==> src/design/tse_pkg.sv <==
package tse_pkg;

  localparam int MAX_DIGITS     = 3;
  localparam int ADC_FULL_SCALE = 1023;

  localparam int SAMPLE_W = 10;
  localparam int BYTE_W   = 8;
  localparam int SP_W     = 10;
  localparam int MEAS_W   = 7;
  localparam int DIGIT_W  = 4;
  localparam int DB_W     = 4;
  localparam int CNT_W    = $clog2(MAX_DIGITS + 1);
  localparam int DIG_IDX_W = (MAX_DIGITS > 1) ? $clog2(MAX_DIGITS) : 1;

  localparam int CFG_IDX_W  = 2;
  localparam int CFG_DATA_W = 10;

  localparam int PCT_FULL  = 100;
  localparam int ASCII_ZERO = 48;
  localparam int ASCII_NINE = 57;

  // Rounded percentage floor((200*x + FS) / (2*FS)) by a reciprocal multiply.
  localparam int    SCALE_DIV   = 2 * ADC_FULL_SCALE;
  localparam int    SCALE_SHIFT = 34;
  localparam longint SCALE_MULT =
    ((longint'(1) <<< SCALE_SHIFT) + longint'(SCALE_DIV) - 1) / longint'(SCALE_DIV);
  localparam int    SUM_W  = $clog2(200 * ((1 << SAMPLE_W) - 1) + ADC_FULL_SCALE + 1);
  localparam int    MULT_W = $clog2(SCALE_MULT + 1);
  localparam int    PROD_W = SUM_W + MULT_W;

  typedef enum logic [CFG_IDX_W-1:0] {
    CFG_DEADBAND       = 2'd0,
    CFG_LINE_END_CODE  = 2'd1,
    CFG_SETPOINT_LIMIT = 2'd2
  } cfg_index_t;

  typedef enum logic [1:0] {
    HEAT_IDLE = 2'd0,
    HEAT_ON   = 2'd1,
    COOL_ON   = 2'd2
  } heat_state_t;

  typedef enum logic [2:0] {
    ST_NONE      = 3'd0,
    ST_ECHO      = 3'd1,
    ST_OK        = 3'd2,
    ST_RANGE     = 3'd3,
    ST_BAD_CHAR  = 3'd4
  } entry_status_t;

  typedef struct packed {
    logic                local_mode;
    logic [BYTE_W-1:0]   rx_byte;
    logic [SP_W-1:0]     pot_pct;
    logic [MEAS_W-1:0]   meas_pct;
  } stage_t;

  typedef struct packed {
    logic [SP_W-1:0]   setpoint;
    logic [MEAS_W-1:0] measured_percent;
    heat_state_t       heat_state;
    logic              pwm_enable;
    logic [SP_W-1:0]   duty_percent;
    entry_status_t     entry_status;
  } result_t;

  function automatic logic [SP_W-1:0] to_percent(input logic [SAMPLE_W-1:0] x);
    logic [SUM_W-1:0]  n;
    logic [PROD_W-1:0] p;
    n = SUM_W'(x) * SUM_W'(200) + SUM_W'(ADC_FULL_SCALE);
    p = PROD_W'(n) * PROD_W'(SCALE_MULT);
    return SP_W'(p >> SCALE_SHIFT);
  endfunction

endpackage

==> src/design/tse_in_if.sv <==
interface tse_in_if;
  logic                           valid;
  logic                           ready;
  logic                           local_mode;
  logic [tse_pkg::SAMPLE_W-1:0]   pot_sample;
  logic [tse_pkg::BYTE_W-1:0]     rx_byte;
  logic [tse_pkg::SAMPLE_W-1:0]   heater_sample;

  modport source (output valid, local_mode, pot_sample, rx_byte, heater_sample,
                  input ready);
  modport sink (input valid, local_mode, pot_sample, rx_byte, heater_sample,
                output ready);
endinterface

==> src/design/tse_out_if.sv <==
interface tse_out_if;
  logic                         valid;
  logic                         ready;
  logic [tse_pkg::SP_W-1:0]     setpoint;
  logic [tse_pkg::MEAS_W-1:0]   measured_percent;
  logic [1:0]                   heat_state;
  logic                         pwm_enable;
  logic [tse_pkg::SP_W-1:0]     duty_percent;
  logic [2:0]                   entry_status;

  modport source (output valid, setpoint, measured_percent, heat_state, pwm_enable,
                  duty_percent, entry_status, input ready);
  modport sink (input valid, setpoint, measured_percent, heat_state, pwm_enable,
                duty_percent, entry_status, output ready);
endinterface

==> src/design/thermostat_with_setpoint_entry_top.sv <==
// Thermostat control pass with serial or potentiometer setpoint entry.
// Each request on in_if carries one control pass: the mode bit, a
// potentiometer sample, a received byte (zero means none) and a heater sample.
// Each request produces exactly one result on out_if with the setpoint, the
// measured percentage, the heating state, the PWM enable and duty, and the
// status of the serial entry.
// The block is a two-stage pipeline. The first stage registers the request
// together with both scaled percentages from the reciprocal multipliers; the
// second stage updates the digit buffer and setpoint and registers the result.
// A request is registered in the first stage and its result in the second;
// one request is accepted every cycle while the receiver keeps out_if.ready high.
// When the receiver stalls, the result register holds and the first stage
// keeps accepting until it is also full; then in_if.ready drops.
// Configuration writes on cfg_we, cfg_index and cfg_wdata take effect at once.
// Reset clears the pipeline, the digit count and the setpoint, and loads the
// deadband, line-end code and setpoint limit with 2, 13 and 100.
module thermostat_with_setpoint_entry_top (
  input  logic                            clk,
  input  logic                            rst_n,
  tse_in_if.sink                          in_if,
  tse_out_if.source                       out_if,
  input  logic                            cfg_we,
  input  logic [tse_pkg::CFG_IDX_W-1:0]   cfg_index,
  input  logic [tse_pkg::CFG_DATA_W-1:0]  cfg_wdata
);
  import tse_pkg::*;

  logic [DB_W-1:0]    deadband_r;
  logic [BYTE_W-1:0]  line_end_r;
  logic [SP_W-1:0]    limit_r;

  logic               s1_valid_r;
  stage_t             s1_r;
  stage_t             s1_nxt;
  logic               out_valid_r;
  result_t            out_r;
  result_t            res_nxt;

  logic [DIGIT_W-1:0] digit_store_r [MAX_DIGITS];
  logic [CNT_W-1:0]   digit_count_r;
  logic [CNT_W-1:0]   digit_count_nxt;
  logic [SP_W-1:0]    target_r;
  logic [SP_W-1:0]    target_nxt;
  logic               digit_wr;

  logic               out_adv;
  logic               in_take;

  logic [SP_W-1:0]    pot_pct;
  logic [SP_W-1:0]    meas_raw;
  logic [SP_W-1:0]    typed_value;
  logic               is_digit;
  logic signed [SP_W+1:0] diff;
  logic signed [SP_W+1:0] db_s;

  assign out_adv      = s1_valid_r && (!out_valid_r || out_if.ready);
  assign in_if.ready  = !s1_valid_r || out_adv;
  assign in_take      = in_if.valid && in_if.ready;

  always_comb begin
    pot_pct  = to_percent(in_if.pot_sample);
    meas_raw = to_percent(in_if.heater_sample);
    s1_nxt.local_mode = in_if.local_mode;
    s1_nxt.rx_byte    = in_if.rx_byte;
    s1_nxt.pot_pct    = pot_pct;
    if (meas_raw > SP_W'(PCT_FULL)) begin
      s1_nxt.meas_pct = MEAS_W'(PCT_FULL);
    end else begin
      s1_nxt.meas_pct = MEAS_W'(meas_raw);
    end
  end

  always_comb begin
    typed_value = '0;
    for (int i = 0; i < MAX_DIGITS; i++) begin
      if (CNT_W'(i) < digit_count_r) begin
        typed_value = SP_W'(typed_value * SP_W'(10)) + SP_W'(digit_store_r[i]);
      end
    end
  end

  always_comb begin
    is_digit        = (s1_r.rx_byte >= BYTE_W'(ASCII_ZERO))
                   && (s1_r.rx_byte <= BYTE_W'(ASCII_NINE));
    target_nxt      = target_r;
    digit_count_nxt = digit_count_r;
    digit_wr        = 1'b0;
    res_nxt.entry_status = ST_NONE;
    if (s1_r.local_mode) begin
      target_nxt = s1_r.pot_pct;
    end else if (is_digit) begin
      if (digit_count_r < CNT_W'(MAX_DIGITS)) begin
        digit_wr             = 1'b1;
        digit_count_nxt      = digit_count_r + 1'b1;
        res_nxt.entry_status = ST_ECHO;
      end
    end else if (s1_r.rx_byte == line_end_r) begin
      target_nxt      = typed_value;
      digit_count_nxt = '0;
      if (typed_value > limit_r) begin
        res_nxt.entry_status = ST_RANGE;
      end else begin
        res_nxt.entry_status = ST_OK;
      end
    end else if (s1_r.rx_byte != '0) begin
      digit_count_nxt      = '0;
      res_nxt.entry_status = ST_BAD_CHAR;
    end

    diff = $signed({2'b00, target_nxt}) - $signed({5'b00000, s1_r.meas_pct});
    db_s = $signed({{(SP_W-DB_W+2){1'b0}}, deadband_r});
    if (diff > db_s) begin
      res_nxt.heat_state = HEAT_ON;
    end else if (diff < -db_s) begin
      res_nxt.heat_state = COOL_ON;
    end else begin
      res_nxt.heat_state = HEAT_IDLE;
    end
    res_nxt.setpoint         = target_nxt;
    res_nxt.measured_percent = s1_r.meas_pct;
    res_nxt.pwm_enable       = (res_nxt.heat_state != HEAT_IDLE);
    res_nxt.duty_percent     = res_nxt.pwm_enable ? target_nxt : '0;
  end

  always_ff @(posedge clk) begin
    if (!rst_n) begin
      deadband_r    <= DB_W'(2);
      line_end_r    <= BYTE_W'(13);
      limit_r       <= SP_W'(100);
      s1_valid_r    <= 1'b0;
      out_valid_r   <= 1'b0;
      digit_count_r <= '0;
      target_r      <= '0;
    end else begin
      if (cfg_we) begin
        case (cfg_index)
          CFG_DEADBAND:       deadband_r <= cfg_wdata[DB_W-1:0];
          CFG_LINE_END_CODE:  line_end_r <= cfg_wdata[BYTE_W-1:0];
          CFG_SETPOINT_LIMIT: limit_r    <= cfg_wdata[SP_W-1:0];
          default: ;
        endcase
      end
      if (in_take) begin
        s1_valid_r <= 1'b1;
      end else if (out_adv) begin
        s1_valid_r <= 1'b0;
      end
      if (out_adv) begin
        out_valid_r <= 1'b1;
      end else if (out_if.ready) begin
        out_valid_r <= 1'b0;
      end
      if (out_adv) begin
        digit_count_r <= digit_count_nxt;
        target_r      <= target_nxt;
      end
    end
  end

  always_ff @(posedge clk) begin
    if (in_take) begin
      s1_r <= s1_nxt;
    end
    if (out_adv) begin
      out_r <= res_nxt;
    end
    if (out_adv && digit_wr) begin
      digit_store_r[digit_count_r[DIG_IDX_W-1:0]] <= DIGIT_W'(s1_r.rx_byte - BYTE_W'(ASCII_ZERO));
    end
  end

  assign out_if.valid            = out_valid_r;
  assign out_if.setpoint         = out_r.setpoint;
  assign out_if.measured_percent = out_r.measured_percent;
  assign out_if.heat_state       = out_r.heat_state;
  assign out_if.pwm_enable       = out_r.pwm_enable;
  assign out_if.duty_percent     = out_r.duty_percent;
  assign out_if.entry_status     = out_r.entry_status;

  a_count_bound: assert property (@(posedge clk) disable iff (!rst_n)
    digit_count_r <= CNT_W'(MAX_DIGITS))
    else $error("digit count above buffer depth");

  a_duty_follows: assert property (@(posedge clk) disable iff (!rst_n)
    out_valid_r |-> (out_r.pwm_enable ? (out_r.duty_percent == out_r.setpoint)
                                      : (out_r.duty_percent == '0)))
    else $error("duty does not match setpoint and enable");

  a_echo_counts: assert property (@(posedge clk) disable iff (!rst_n)
    (out_adv && (res_nxt.entry_status == ST_ECHO))
      |=> (digit_count_r == CNT_W'($past(digit_count_r) + 1'b1)))
    else $error("echoed digit not counted");

  a_local_keeps: assert property (@(posedge clk) disable iff (!rst_n)
    (out_adv && s1_r.local_mode) |=> $stable(digit_count_r))
    else $error("local pass changed digit count");

  a_stall_holds: assert property (@(posedge clk) disable iff (!rst_n)
    (s1_valid_r && out_valid_r && !out_if.ready) |=> s1_valid_r)
    else $error("first stage lost a request during stall");

endmodule
==> src/flat_wrapper.sv <==
// flat-port wrapper written by rule: the top's interface ports become plain ports
module thermostat_with_setpoint_entry_top_flat import tse_pkg::*;
  (clk, rst_n, cfg_we, cfg_index, cfg_wdata, in_if_valid, in_if_local_mode, in_if_pot_sample, in_if_rx_byte, in_if_heater_sample, in_if_ready, out_if_valid, out_if_setpoint, out_if_measured_percent, out_if_heat_state, out_if_pwm_enable, out_if_duty_percent, out_if_entry_status, out_if_ready);
  tse_in_if in_if_i ();
  tse_out_if out_if_i ();
  input  logic clk;
  input  logic rst_n;
  input  logic cfg_we;
  input  logic [tse_pkg::CFG_IDX_W-1:0] cfg_index;
  input  logic [tse_pkg::CFG_DATA_W-1:0] cfg_wdata;
  input wire logic [$bits(in_if_i.valid)-1:0] in_if_valid;
  input wire logic [$bits(in_if_i.local_mode)-1:0] in_if_local_mode;
  input wire logic [$bits(in_if_i.pot_sample)-1:0] in_if_pot_sample;
  input wire logic [$bits(in_if_i.rx_byte)-1:0] in_if_rx_byte;
  input wire logic [$bits(in_if_i.heater_sample)-1:0] in_if_heater_sample;
  output wire logic [$bits(in_if_i.ready)-1:0] in_if_ready;
  output wire logic [$bits(out_if_i.valid)-1:0] out_if_valid;
  output wire logic [$bits(out_if_i.setpoint)-1:0] out_if_setpoint;
  output wire logic [$bits(out_if_i.measured_percent)-1:0] out_if_measured_percent;
  output wire logic [$bits(out_if_i.heat_state)-1:0] out_if_heat_state;
  output wire logic [$bits(out_if_i.pwm_enable)-1:0] out_if_pwm_enable;
  output wire logic [$bits(out_if_i.duty_percent)-1:0] out_if_duty_percent;
  output wire logic [$bits(out_if_i.entry_status)-1:0] out_if_entry_status;
  input wire logic [$bits(out_if_i.ready)-1:0] out_if_ready;
  assign in_if_i.valid = in_if_valid;
  assign in_if_i.local_mode = in_if_local_mode;
  assign in_if_i.pot_sample = in_if_pot_sample;
  assign in_if_i.rx_byte = in_if_rx_byte;
  assign in_if_i.heater_sample = in_if_heater_sample;
  assign in_if_ready = in_if_i.ready;
  assign out_if_valid = out_if_i.valid;
  assign out_if_setpoint = out_if_i.setpoint;
  assign out_if_measured_percent = out_if_i.measured_percent;
  assign out_if_heat_state = out_if_i.heat_state;
  assign out_if_pwm_enable = out_if_i.pwm_enable;
  assign out_if_duty_percent = out_if_i.duty_percent;
  assign out_if_entry_status = out_if_i.entry_status;
  assign out_if_i.ready = out_if_ready;
  thermostat_with_setpoint_entry_top u_core (.clk(clk), .rst_n(rst_n), .in_if(in_if_i), .out_if(out_if_i), .cfg_we(cfg_we), .cfg_index(cfg_index), .cfg_wdata(cfg_wdata));
endmodule
==> config.mk <==
export PLATFORM = sky130hd
export DESIGN_NAME = thermostat_with_setpoint_entry_top_flat
export DESIGN_NICKNAME = d
export VERILOG_FILES = /design/src/design/tse_pkg.sv /design/src/design/tse_in_if.sv /design/src/design/tse_out_if.sv /design/src/design/thermostat_with_setpoint_entry_top.sv /design/src/flat_wrapper.sv
export SDC_FILE = /design/constraint.sdc
export NUM_CORES = 1
export LEC_CHECK = 0
export BUFFER_PORTS_ARGS = -buffer_cell sky130_fd_sc_hd__buf_2
export CELL_PAD_IN_SITES_DETAIL_PLACEMENT = 1
export CELL_PAD_IN_SITES_GLOBAL_PLACEMENT = 2
export CORE_MARGIN = 5
export CORE_UTILIZATION = 40
export DETAILED_ROUTE_END_ITERATION = 12
export MAX_ROUTING_LAYER = met4
export PLACE_DENSITY = 0.94
export SKIP_CTS_REPAIR_TIMING = 1
export SLEW_MARGIN = 10
export SYNTH_ARGS = -nofsm -noshare
export SYNTH_HDL_FRONTEND = slang
export SYNTH_SLANG_ARGS = --single-unit
export TNS_END_PERCENT = 100
==> constraint.sdc <==
create_clock -name clk -period 12.14 [get_ports clk]
set_input_delay 3.035 -clock clk [delete_from_list [all_inputs] [get_ports clk]]
set_output_delay 3.035 -clock clk [all_outputs]
set_load 0.01 [all_outputs]
==> results.md <==
- Final Hold Fails: 0
- Bufs on Longest Clock Path: 2
- Diode count: 0
- Max-Cap Viols: 0
- Detailed Routing Iterations Pass 1: 4
- Die area: a little over 30,000 um2
- # IOs: 81
- DP Wirelength: about 23,000 um
- Netlist cell types: just under 80
- Asr flop ratio synth: 0%
- Crit-path max FO: 7
- VDD IR-drop max: around 0.14 mV
- R2R cell count: 27
- Startpoint Class: input pin
- Worst path arrival time: ~11 ns
- Pwr dens: about 220 nW/um2
- Cells after Synth: 1,124
- Fillers: between 3,000 and 4,000
- Reg2Reg Setup Slack: around 4.2 ns
- Drt wl/cell: 17.1 um
- Tightest Hold Check Type: reg -> reg
- Routed wire length: about 26,000 um
- Die Y-Extent: about 170 um
- Antenna violations before repair: 0
- GPL Wtd Cong: ~0.86
- Clk_lat worst skew: 0.35 ns
- Post-synth top flop: edfxtp_1
- CTS Buf Count: 9
- Number of synthesized flops with an enable pin: between 60 and 70
- Status: finished, final reports clean
- Slew @ Worst Pin: around 1.2 ns
- Fin. max-slew vios: 0
- CP Class: in -> reg
- Vias in the first global route: ~9,000
- Vias/cell: around 5.4
- CTS tree: yes
- Leading area contributor after synthesis: ha_1
- Largest net degree at the start of global routing: between 40 and 50
- Crit path from: in_if_pot_sample[2]
- Row cnt: 60
- Share of layout cells above drive strength 1: 10.5%
- Initial Utilization: 40.4%
- Initial DRC count: 269
- Leak: about 0.0057 uW
- Area grow syn2layout: 10.1%
- Clock skew: approximately 0.0077 ns
- GRT Util Overall: a little under a fifth
- #FFs+latches synth: about 110
- Top cell type's share of synthesized area: 29.7%
- Max_slew headroom: around a fifth
- GRT Residual Overflow: 0
- Avg Synthesized Cell Area: between 9 and 10 um2
- Design Power: roughly 2600 uW
- Core area: 26,700 um2
- Seq/Total Area, Yosys: about a quarter
- RSZ-0062 raised after global routing: false
- Cell with the most instances after synthesis: ha_1
- Hold Crit Depth: 0
- H-tree Lvls: 3
- Critical R2R Launch: u_core.digit_count_r[1]
- End of the worst hold path: u_core.out_if.measured_percent[2]
- RR Endpoint: u_core.out_if.duty_percent[5]
- Commonest cells post-synth: ha_1, inv_1, nand2_1
- HP Start: u_core.res_nxt[18]
- Post-Syn Area: ~11,000 um2
- Root buffer cell: clkbuf_16
- Crit. End Element: register
- Crit path time final: about 11 ns
- Port Buffers: 80
- Clk sinks: 105
- Final setup fails: 0
- DR DRC count: 0
- Sum Neg Setup Slack: 0 ns
- Worst Path Required: about 12 ns
- Die span in x: 174 um
- Final Net Count: approximately 1,500
- Global-route wire length before repair: 44,700 um
- DRT antenna net count: 0
- Final period utilization: 87.3%
- CTS clock-pin slew for the worst setup and hold paths: 0.07 ns
- Via Count: 8,304
- Main area contributors after synthesis: ha_1, edfxtp_1, dfxtp_1, inv_1, fa_1
- Syn_nets: 1,445
- Syn. warnings: 0
- Max frequency: approximately 0.094 GHz
[power by group]
part | switching, uW | internal, uW
clock network | 132 | 194
registers | 21.9 | 442
logic | 1040 | 772
[logic make-up after synthesis]
group,synth area share (%)
xor+xnor,6.21
flops,25.9
fa+ha+maj,33.2
mux,2.33
compound gates,13.8
buf+inv,5.50
simple gates,13.1
[stage by stage]
stage / hold WS (ns) / area, um2 / setup slack (ns) / std cells / util (%)
final: 0.451 / 11900 / 1.54 / 1545 / 44.5
after global placement: 0.442 / 11500 / 1.43 / 1529 / 43.2
after detailed placement: 0.436 / 11500 / 1.09 / 1529 / 43.2
after floorplan: 0.426 / 10800 / 2.30 / 1124 / -
after CTS: 0.453 / 11900 / 1.44 / 1545 / 44.5
after global routing: 0.474 / 11900 / 0.857 / 1545 / 44.5
[cells in the final DEF (no fill, tap or decap), types with 7 or more instances in the layout]
cell         n
ha_1       256
inv_1      133
buf_2       80
nand2_1     70
edfxtp_1    69
a21oi_1     67
nor2_1      61
xnor2_1     37
dfxtp_1     36
xor2_1      35
o21ai_0     32
nor2b_1     25
a21o_1      19
fa_1        19
nand4_1     17
nand3_1     16
nor3_1      16
mux2i_1     15
o211ai_1    15
o21a_1      12
and2_1      12
a211oi_1    10
clkbuf_16   10
mux2_2       8
and3_1       8
nand2b_1     7
or3_1        7
a21boi_0     7
nand3b_1     7
[how the worst max path moves through the flow]
stage / endpoint / slack (ns)
after detailed placement: u_core.s1_r[12] / 1.09
after CTS: u_core.s1_r[12] / 1.44
after floorplan: u_core.s1_r[12] / 2.30
final: u_core.s1_r[12] / 1.54
after global routing: u_core.s1_r[14] / 0.86
after global placement: u_core.s1_r[12] / 1.43
[critical path, cell delays in order]
cell and delay (ns):
buf_2 0.13, ha_1 0.30, ha_1 0.28, inv_1 0.06, fa_1 0.49, inv_1 0.04, ha_1 0.34, nor2b_1 0.15
o21a_1 0.19, o21ai_0 0.31, nand3_1 0.16, a2111oi_0 0.81, nand2_1 0.16, xnor2_1 0.56, ha_1 0.34, ha_1 0.29
inv_1 0.06, fa_1 0.50, inv_1 0.04, ha_1 0.28, ha_1 0.30, ha_1 0.29, o21ai_0 0.09, a2111oi_0 0.58
o221ai_1 0.25, nor3_1 0.32, nand3_1 0.16, xnor2_1 0.17
[cell type report]
type	instances	area, um2	share of cell area (%)
multi-input combinational	864	7400	62.3
timing repair buffer	82	415	3.50
tap	341	427	3.59
inverter	137	514	4.33
sequential	105	2790	23.5
clock buffer	12	258	2.17
clock inverter	4	73.8	0.621
[state kept, by name, indices dropped and copies added, names as in the netlist]
name	count
u_core.out_if.duty_percent	10
u_core.digit_store_r	12
u_core.deadband_r	4
u_core.out_if.measured_percent	7
u_core.target_r	10
u_core.s1_r	17
u_core.digit_count_r	2
u_core.res_nxt	7
u_core.s1_valid_r	1
u_core.out_if.entry_status	3
u_core.out_if.pwm_enable	1
u_core.line_end_r	8
u_core.out_if.heat_state	2
u_core.out_if.setpoint	10
u_core.limit_r	10
u_core.out_if.valid	1
[metal layers]
layer / vias up / GRT usage (%) / part of all wire, %
li1: 4175 / - / -
met1: 4006 / 22.0 / 45
met2: 90 / 32.2 / 51
met3: 33 / 2.00 / 2.1
met4: 0 / 4.45 / 2.0
met5: - / - / 0
(Power assumes the default switching activity.)
